File: config.mk
export PLATFORM = sky130hd
export DESIGN_NAME = tdpt_datapath
export DESIGN_NICKNAME = d
export VERILOG_FILES = /design/src/sv/tdpt_pkg.sv /design/src/sv/tdpt_datapath.sv
export SDC_FILE = /design/constraint.sdc
export NUM_CORES = 1
export LEC_CHECK = 0
export ABC_AREA = 0
export BUFFER_PORTS_ARGS = -buffer_cell sky130_fd_sc_hd__buf_2
export CAP_MARGIN = 20
export CORE_MARGIN = 2
export CORE_UTILIZATION = 50
export CTS_BUF_LIST = sky130_fd_sc_hd__clkbuf_4 sky130_fd_sc_hd__clkbuf_8
export CTS_CLUSTER_DIAMETER = 40
export DETAILED_ROUTE_END_ITERATION = 8
export GPL_ROUTABILITY_DRIVEN = 0
export PLACE_DENSITY_LB_ADDON = 0.05
export SLEW_MARGIN = 25
export SYNTH_ARGS = -nofsm -noshare
export SYNTH_HDL_FRONTEND = slang
export SYNTH_SLANG_ARGS = --single-unit
File: constraint.sdc
create_clock -name aclk -period 9.9 [get_ports aclk]
set_input_delay 0.495 -clock aclk [delete_from_list [all_inputs] [get_ports aclk]]
set_output_delay 0.495 -clock aclk [all_outputs]
set_load 0.02 [all_outputs]
File: src/sv/tdpt_pkg.sv
// Shared types, micro-op codes and the microcode table of the trial division prime tester.
package tdpt_pkg;

    // Datapath micro-ops
    typedef enum logic [2:0] {
        OP_NOP,
        OP_INIT,
        OP_REM_START,
        OP_REM_STEP,
        OP_NEXT_D,
        OP_PASS,
        OP_EMIT
    } uop_t;

    // Branch conditions
    typedef enum logic [2:0] {
        CND_ITEM,
        CND_SMALL,
        CND_SQ_GT,
        CND_CNT_LAST,
        CND_REM_ZERO,
        CND_PHASE1,
        CND_OUT_FREE
    } cond_t;

    typedef logic [2:0] upc_t;

    localparam upc_t STEP_WAIT = 3'd0;
    localparam upc_t STEP_INIT = 3'd1;
    localparam upc_t STEP_TRY  = 3'd2;
    localparam upc_t STEP_DIV  = 3'd3;
    localparam upc_t STEP_NEXT = 3'd4;
    localparam upc_t STEP_PASS = 3'd5;
    localparam upc_t STEP_DONE = 3'd6;

    // Go to jump when cond holds, else to next
    typedef struct packed {
        uop_t  op;
        cond_t cond;
        upc_t  jump;
        upc_t  next;
    } uword_t;

    typedef struct packed {
        logic le_one;
        logic sq_gt;
        logic cnt_last;
        logic rem_zero;
        logic phase1;
        logic prime;
        logic twin;
    } dp_status_t;

    function automatic uword_t ucode_rom(input upc_t addr);
        uword_t w;
        case (addr)
            STEP_WAIT: w = '{OP_NOP,       CND_ITEM,     STEP_INIT, STEP_WAIT};
            STEP_INIT: w = '{OP_INIT,      CND_SMALL,    STEP_DONE, STEP_TRY};
            STEP_TRY:  w = '{OP_REM_START, CND_SQ_GT,    STEP_PASS, STEP_DIV};
            STEP_DIV:  w = '{OP_REM_STEP,  CND_CNT_LAST, STEP_NEXT, STEP_DIV};
            STEP_NEXT: w = '{OP_NEXT_D,    CND_REM_ZERO, STEP_DONE, STEP_TRY};
            STEP_PASS: w = '{OP_PASS,      CND_PHASE1,   STEP_DONE, STEP_INIT};
            STEP_DONE: w = '{OP_EMIT,      CND_OUT_FREE, STEP_WAIT, STEP_DONE};
            default:   w = '{OP_NOP,       CND_ITEM,     STEP_WAIT, STEP_WAIT};
        endcase
        return w;
    endfunction

endpackage

File: src/sv/tdpt_datapath.sv
// Datapath: candidate, trial divisor, its square and a bit-serial remainder unit.
module tdpt_datapath #(
    parameter int NUMBER_WIDTH = 16
) (
    input  logic                    aclk,
    input  logic                    load,
    input  logic [NUMBER_WIDTH-1:0] number,
    input  tdpt_pkg::uop_t          op,
    output tdpt_pkg::dp_status_t    status
);
    import tdpt_pkg::*;

    localparam int CANDW = NUMBER_WIDTH + 1;      // n + 2 never wraps
    localparam int DW    = NUMBER_WIDTH / 2 + 2;  // divisor stays near sqrt
    localparam int SW    = NUMBER_WIDTH + 2;      // square of divisor
    localparam int CW    = $clog2(NUMBER_WIDTH + 2);

    logic [CANDW-1:0] cand_reg;
    logic [CANDW-1:0] sh_reg;
    logic [DW-1:0]    d_reg;
    logic [SW-1:0]    sq_reg;
    logic [DW-1:0]    rem_reg;
    logic [CW-1:0]    cnt_reg;
    logic             phase_reg;
    logic             prime_reg;
    logic             twin_reg;

    logic [DW:0]      rem_shift;
    logic [DW:0]      rem_sub;
    logic [DW-1:0]    rem_next;

    // One restoring division step per cycle
    always_comb begin
        rem_shift = {rem_reg, sh_reg[CANDW-1]};
        rem_sub   = rem_shift - {1'b0, d_reg};
        rem_next  = (rem_shift >= {1'b0, d_reg}) ? rem_sub[DW-1:0] : rem_shift[DW-1:0];
    end

    always_ff @(posedge aclk) begin
        if (load) begin
            cand_reg  <= {1'b0, number};
            phase_reg <= 1'b0;
            prime_reg <= 1'b0;
            twin_reg  <= 1'b0;
        end else begin
            case (op)
                OP_INIT: begin
                    d_reg  <= DW'(2);
                    sq_reg <= SW'(4);
                end
                OP_REM_START: begin
                    sh_reg  <= cand_reg;
                    rem_reg <= '0;
                    cnt_reg <= CW'(CANDW);
                end
                OP_REM_STEP: begin
                    sh_reg  <= {sh_reg[CANDW-2:0], 1'b0};
                    rem_reg <= rem_next;
                    cnt_reg <= cnt_reg - CW'(1);
                end
                OP_NEXT_D: begin
                    // (d+1)^2 = d^2 + 2d + 1
                    sq_reg <= sq_reg + SW'({d_reg, 1'b0}) + SW'(1);
                    d_reg  <= d_reg + DW'(1);
                end
                OP_PASS: begin
                    if (phase_reg) begin
                        twin_reg <= 1'b1;
                    end else begin
                        prime_reg <= 1'b1;
                        phase_reg <= 1'b1;
                        cand_reg  <= cand_reg + CANDW'(2);
                    end
                end
                default: begin
                end
            endcase
        end
    end

    always_comb begin
        status.le_one   = cand_reg <= CANDW'(1);
        status.sq_gt    = sq_reg > SW'(cand_reg);
        status.cnt_last = cnt_reg == CW'(1);
        status.rem_zero = rem_reg == '0;
        status.phase1   = phase_reg;
        status.prime    = prime_reg;
        status.twin     = twin_reg;
    end

endmodule

==> results of run 1 <==
[kinds of logic after synthesis]
| family | Yosys count | synth area share (%) |
|---|---|---|
| flip-flops | 80 | 45.4 |
| AO/OA/AOI/OAI | 120 | 15.2 |
| buffers and inverters | 57 | 4.49 |
| XOR/XNOR | 39 | 6.56 |
| AND/OR/NAND/NOR | 180 | 17.1 |
| multiplexers | 2 | 0.433 |
| adder cells (fa/ha/maj) | 44 | 10.9 |
[per-stage QoR]
step	std cells	hold slack, ns	total power, mW
finish	685	0.404	0.745
global route	685	0.400	0.779
CTS	685	0.393	0.750
detailed placement	669	0.457	0.520
global placement	669	0.448	0.517
floorplan	522	0.438	0.490
[cells in the mapped netlist (all sizes together), types with 7 or more instances]
cell type and instances:
nand2 58, a21o 12, nor4 11, nor2 40, nor3 13, inv 37
xnor2 34, buf 8, clkbuf 11, nand3 13, ha 42, o21ai 43
nand4 7, edfxtp 76, a21oi 22
[worst max-delay path, delay by kind of cell (launching register included)]
family	cells	cell delay, ns
flip-flops	1	0.49
buffers and inverters	2	0.29
adder cells (fa/ha/maj)	1	0.33
AO/OA/AOI/OAI	6	0.99
[final cells by class]
cell class | instances | share of cell area (%)
Inverter | 38 | 2.53
Clock buffer | 9 | 2.20
Sequential cell | 80 | 42.0
Clock inverter | 7 | 0.934
Timing Repair Buffer | 30 | 2.80
Multi-Input combinational cell | 385 | 46.5
Tap cell | 136 | 3.02
[where the power goes]
part	leakage (nW)	internal, mW	switching, mW
sequential	0.749	0.389	0.0134
combinational	1.33	0.0442	0.0668
clock	0.0924	0.0940	0.138
[routing by layer]
layer | part of all wire [%] | up-vias | global-route usage, %
li1 | - | 1955 | -
met1 | 50 | 1798 | 30.6
met2 | 45 | 75 | 32.9
met3 | 4.1 | 14 | 3.68
met4 | 1.2 | 0 | 6.67
met5 | 0 | - | 0
[how the worst min path moves through the flow]
stage,from,end,slack [ns],cells after the start
3_3_place_gp,prime_reg,prime_reg,0.45,2
3_5_place_dp,twin_reg,twin_reg,0.46,2
2_1_floorplan,twin_reg,twin_reg,0.44,2
5_1_grt,number[10],cand_reg[10],0.40,3
6_report,number[10],cand_reg[10],0.40,3
4_1_cts,number[4],cand_reg[4],0.39,3
==> results by group, run 1 <==
Critical path
  – Crit path from: cand_reg[3]
  – Reg2Reg Depth: 8
  – Max Fanout on Critical Path: 6
  – CP max stage cell: edfxtp_1
  – Critical path destination: status[5]
  – CP startpoint kind: flop
  – Worst r2r src: d_reg[4]
  – CP Capture Type: primary output
  – Worst R2R Setup Slack: between 7 and 8 ns
  – Worst endpoint required time: 9.41 ns
  – Crit path cell chain: inv_1 -> ha_1 -> a21o_1 -> a21o_1 -> a211oi_1 -> o21ai_1 -> a31oi_1 -> a31oi_1 -> buf_2
  – Arr. time, crit path: 2.46 ns
  – Max stage delay on crit path: ~0.49 ns
  – WS Path Type: flop to primary output
  – Reg2Reg Capture Point: rem_reg[7]

CTS
  – Clk_lat worst skew: 0.37 ns
  – Root Driver: clkbuf_8
  – H-Tree Depth: 3
  – CTS tree: yes
  – Post-CTS Hold Fix Bufs: 0
  – Clk sinks: 80
  – Cts repair resizes: 0
  – Post-CTS setup buffer count: 0
  – TritonCTS Buffers: 9
  – Worst-case clock buffer depth: 2
  – Reg clk slew, reported paths: 0.10 ns

Finish
  – # nets final: 609
  – Commonest non-fill, non-tap cell in the layout: edfxtp_1
  – Post-Layout Inst Area: 5630 µm²
  – Final Util: around 55%
  – Register area: 2360 µm²
  – Fillers: 926
  – Area delta synth->final: 8.12%
  – Share of cells above drive strength 1: 9.84%
  – Number of flip-flops under the largest register name: 18
  – # diodes: 0
  – Most frequent cells in the layout: edfxtp_1 (76), nand2_1 (58), ha_1 (42)
  – Multi-input gate area: ~2600 µm²

Die
  – Chip Height: 106 µm
  – Core ar.: just over 10,000 µm²
  – Ports: 28
  – Starting Density: 50.9%
  – Die Footprint: 11,200 µm²
  – Row Count: 37
  – Die width: 106 µm

Yosys
  – Cells after Synth: 522
  – Mapped Nets: 587
  – Post-synth top area share: 43.8%
  – Synth area leader: edfxtp_1
  – Ranking of synthesized cells by area: edfxtp_1 (44%), ha_1 (10%), xnor2_1 (5.7%), nand2_1 (4.2%), o21ai_1 (3.5%)
  – Mapped Area: 5210 µm²
  – Fraction of the yosys area taken by sequential cells: 45.4%
  – Share of flip-flops with an asynchronous set or reset: 0%
  – Dominant synthesized flop cell: edfxtp_1
  – YS warnings: 0
  – Post-synth cell types: 61
  – Avg Cell Area, Syn: 9.97 µm²
  – #FFs+latches synth: 80
  – Number of flops mapped to enable cells by yosys: 76

STA
  – Shortest period the worst path allows: 2.96 ns
  – Layout Skew: 0.0125 ns
  – Final setup viols: 0
  – Slew @ Worst Pin: between 0.9 and 1 ns
  – Fin Setup TNS: 0 ns
  – Unrepaired setup endpoints after global routing: false
  – Final WS setup: around 7 ns
  – Fmax: ~340 MHz
  – Fin. Hold Viols: 0
  – Crit share post-route: about 30%
  – Max Slew Vio Count: 0
  – Worst rel slew slack: 36.0%

Drt
  – Final WL: 11.3 mm
  – Antenna viol nets, final: 0
  – Detailed Route Iter0 Violations: ~210
  – TritonRoute pass-1 iters: 5
  – Vias per std cell: 5.61
  – DRC violations left: 0
  – Wire per inst: about 17 µm
  – Vias: 3,842

Placed design
  – Setup slack at placement: 7.33 ns
  – # port buffers: 27
  – Final HPWL DP: 8.40 mm
  – Placed instance area: 5450 µm²

Pwr
  – VDD IR-drop max: 69.4 µV
  – Leak pwr: 2.18 nW
  – Power density cells: 132 nW/µm²

GRT
  – Initial antenna violation count: 0
  – Vias in the first global route: 3,597
  – Total congestion overflow: 0
  – Gr usage total: 21.3%
  – Pin count of the biggest net entering global routing: 39
  – First-pass GRT wire length: 18.4 mm

Flow run
  – # Max-Cap Violations: 0

Worst hold path
  – Class of the worst hold path: input port to flop

Status
  – Status: finished, final reports clean
(Power assumes the default switching activity.)
==> inputs of run 2 (changes only) <==
--- a/config.mk
+++ b/config.mk
@@ -5,7 +5,7 @@
 export SDC_FILE = /design/constraint.sdc
 export NUM_CORES = 1
 export LEC_CHECK = 0
-export ABC_AREA = 0
+export ABC_AREA = 1
 export BUFFER_PORTS_ARGS = -buffer_cell sky130_fd_sc_hd__buf_2
 export CAP_MARGIN = 20
 export CORE_MARGIN = 2
==> constraint.sdc (replaced) <==
create_clock -name aclk -period 2.4 [get_ports aclk]
set_input_delay 0.12 -clock aclk [delete_from_list [all_inputs] [get_ports aclk]]
set_output_delay 0.12 -clock aclk [all_outputs]
set_load 0.02 [all_outputs]
==> results by group, run 2 <==
STA
  – Max Slew Vio Count: 0 (unchanged)
  – Fin Setup TNS: 0 ns (unchanged)
  – Final setup viols: 0 (unchanged)
  – Layout Skew: 0.0134 ns (+0.000866 ns)
  – Fmax: 463 MHz
  – Min Hold Slack: 0.0201 ns (-0.384 ns)
  – Fin. Hold Viols: 0 (unchanged)
  – Slew @ Worst Pin: 0.783 ns (-0.169 ns)
  – Crit share post-route: approximately nine tenths
  – Worst rel slew slack: 47.4% (+11 points)
  – Final WS setup: 0.239 ns (-6.70 ns)
  – Unrepaired setup endpoints after global routing: false
  – Shortest period the worst path allows: 2.16 ns

Finish
  – Register area: 2360 µm² (unchanged)
  – Number of flip-flops under the largest register name: 18 (unchanged)
  – Area delta synth->final: 9.39%
  – # diodes: 0 (unchanged)
  – Fillers: 1,043 (+13%)
  – Commonest non-fill, non-tap cell in the layout: nand2_1
  – Most frequent cells in the layout: nand2_1 (209), inv_1 (105), nor2_1 (87)
  – # nets final: 832 (+37%)
  – Multi-input gate area: 2830 µm² (+8.0%)
  – Share of cells above drive strength 1: 9.33% (-0.51 points)

Pwr
  – Leak pwr: 2.80 nW (+29%)
  – Power density cells: 493 nW/µm² (+270%)
  – VDD IR-drop max: 328 µV (+370%)

Drt
  – Detailed Route Iter0 Violations: 315 (+54%)
  – Vias per std cell: 5.21 (-7.2%)
  – Vias: 4,747 (+24%)
  – TritonRoute pass-1 iters: 6 (+1)
  – Antenna viol nets, final: 0 (unchanged)
  – Final WL: 12.7 mm (+13%)
  – Wire per inst: 14.0 µm (-15%)
  – DRC violations left: 0 (unchanged)

Critical path
  – Worst r2r src: d_reg[0]
  – Worst endpoint required time: 2.28 ns (-7.13 ns)
  – CP Capture Type: primary output
  – Arr. time, crit path: 2.04 ns (-0.42 ns)
  – Worst R2R Setup Slack: 0.27 ns (-7.07 ns)
  – CP startpoint kind: flop
  – Max Fanout on Critical Path: 4 (-2)
  – Reg2Reg Depth: 8 (unchanged)
  – Reg2Reg Capture Point: rem_reg[6]
  – WS Path Type: flop to primary output

Yosys
  – Cells after Synth: 733 (+40%)
  – Share of flip-flops with an asynchronous set or reset: 0% (unchanged)
  – Ranking of synthesized cells by area: edfxtp_1 (40%), nand2_1 (14%), ha_1 (9.3%), inv_1 (7.0%), nor2_1 (5.8%)
  – Mapped Nets: 798 (+36%)
  – Synth area leader: edfxtp_1
  – Top-count cell post-synth: nand2_1
  – #FFs+latches synth: 80 (unchanged)
  – Number of flops mapped to enable cells by yosys: 76 (unchanged)
  – Avg Cell Area, Syn: 7.70 µm² (-23%)
  – Fraction of the yosys area taken by sequential cells: 41.8% (-3.5 points)
  – Post-synth cell types: 37 (-39%)
  – Most frequent cells after synthesis: nand2_1 (209), inv_1 (105), nor2_1 (87)
  – Mapped Area: 5650 µm² (+8.5%)
  – YS warnings: 0 (unchanged)
  – Post-synth top area share: 40.4% (-3.4 points)
  – Dominant synthesized flop cell: edfxtp_1

Worst hold path
  – Hold Crit Start: number[13]
  – Class of the worst hold path: input port to flop
  – Hold depth: 3 (unchanged)
  – Worst hold path endpoint: cand_reg[13]

CTS
  – Reg clk slew, reported paths: 0.09 ns (about the same)
  – Clk sinks: 80 (unchanged)
  – Cts repair resizes: 0 (unchanged)
  – Post-CTS setup buffer count: 0 (unchanged)
  – CTS tree: yes
  – TritonCTS Buffers: 9 (unchanged)
  – H-Tree Depth: 3 (unchanged)
  – Worst-case clock buffer depth: 2 (unchanged)
  – Clk_lat worst skew: 0.37 ns (about the same)
  – Root Driver: clkbuf_8
  – Post-CTS Hold Fix Bufs: 3 (+3)

Placed design
  – Setup slack at placement: 0.279 ns (-7.05 ns)
  – # port buffers: 27 (unchanged)
  – Final HPWL DP: 9.73 mm (+16%)

Die
  – Row Count: 38 (+2.7%)
  – Die Footprint: 12,200 µm² (+8.1%)
  – Ports: 28 (unchanged)
  – Chip Height: 110 µm (+4.0%)
  – Starting Density: 51.6% (+0.75 points)
  – Die width: 110 µm (+4.0%)
  – Core ar.: 10,900 µm² (+6.9%)

GRT
  – First-pass GRT wire length: 21.4 mm (+16%)
  – Gr usage total: 22.7% (+1.5 points)
  – Total congestion overflow: 0 (unchanged)
  – Initial antenna violation count: 0 (unchanged)
  – Vias in the first global route: 4,613 (+28%)
  – Pin count of the biggest net entering global routing: 37 (-5.1%)

Status
  – Status: finished, final reports clean

Flow run
  – # Max-Cap Violations: 0 (unchanged)
-- run 2: cell types whose count changed after synthesis, moves of 9 or more --
cell,delta
a21oi_1,+16
nand2_1,+151
a21o_1,-12
xnor2_1,-31
o21ai_1,-35
nor2_1,+48
nand4_1,+9
nand3_1,+20
inv_1,+69
o21ai_0,+35
-- run 2: cell families after synthesis --
family | count (synthesis) | share of synthesized area (%)
buffers and inverters | 122 | 8.42
AOI/OAI and AO/OA | 91 | 8.62
DFF | 80 | 41.8
xor gates and xnor gates | 12 | 1.86
and+or+nand+nor | 384 | 29.2
adders and majority gates | 44 | 10.0
-- run 2: final cells by class --
cell class              count  share of cell area (%)
clock buffers              10                    2.13
clock inverters             6                   0.709
inverters                 108                    6.56
multi-input cells         531                    45.8
flip-flops and latches     80                    38.2
well taps                 140                    2.84
repair buffers             37                    3.73
-- run 2: layer usage --
metal	wire length [µm]	track usage (%)	vias to the layer above
li1	-	-	2475
met1	6340	31.2	2173
met2	5710	36.8	86
met3	495	3.35	13
met4	202	7.95	0
met5	0	0	-
-- run 2: worst max path at each step --
stage,depth (start not counted),to,from
after floorplan,3,cnt_reg[0],load
after global placement,8,rem_reg[6],d_reg[0]
after detailed placement,8,rem_reg[6],d_reg[0]
after CTS,11,status[5],cand_reg[16]
after global routing,11,status[5],cand_reg[16]
final,11,status[5],cand_reg[16]
-- run 2: metrics by stage --
step	std cells	cell area (µm²)	power (mW)	util (%)
6_report	912	6180	3.05	56.5
5_1_grt	912	6180	3.21	56.5
4_1_cts	912	6180	3.07	56.5
3_5_place_dp	893	5970	2.13	54.6
3_3_place_gp	893	5970	2.12	54.6
2_1_floorplan	733	5660	2.00	-
-- run 2: report_power, final --
part | internal [mW] | switching [mW] | total [mW]
Combinational | 0.160 | 0.298 | 0.458
Sequential | 1.60 | 0.0522 | 1.65
Clock | 0.389 | 0.549 | 0.938
Total | 2.15 | 0.899 | 3.05
-- run 2: worst max-delay path, stage by stage (launching register included) --
cell	delay, ns
dfxtp_1	0.38
inv_1	0.13
ha_1	0.30
inv_1	0.04
nor2_1	0.07
nand3_1	0.13
nor2_1	0.15
nand4_1	0.10
nand3_1	0.09
nand2_1	0.06
inv_1	0.05
buf_2	0.15
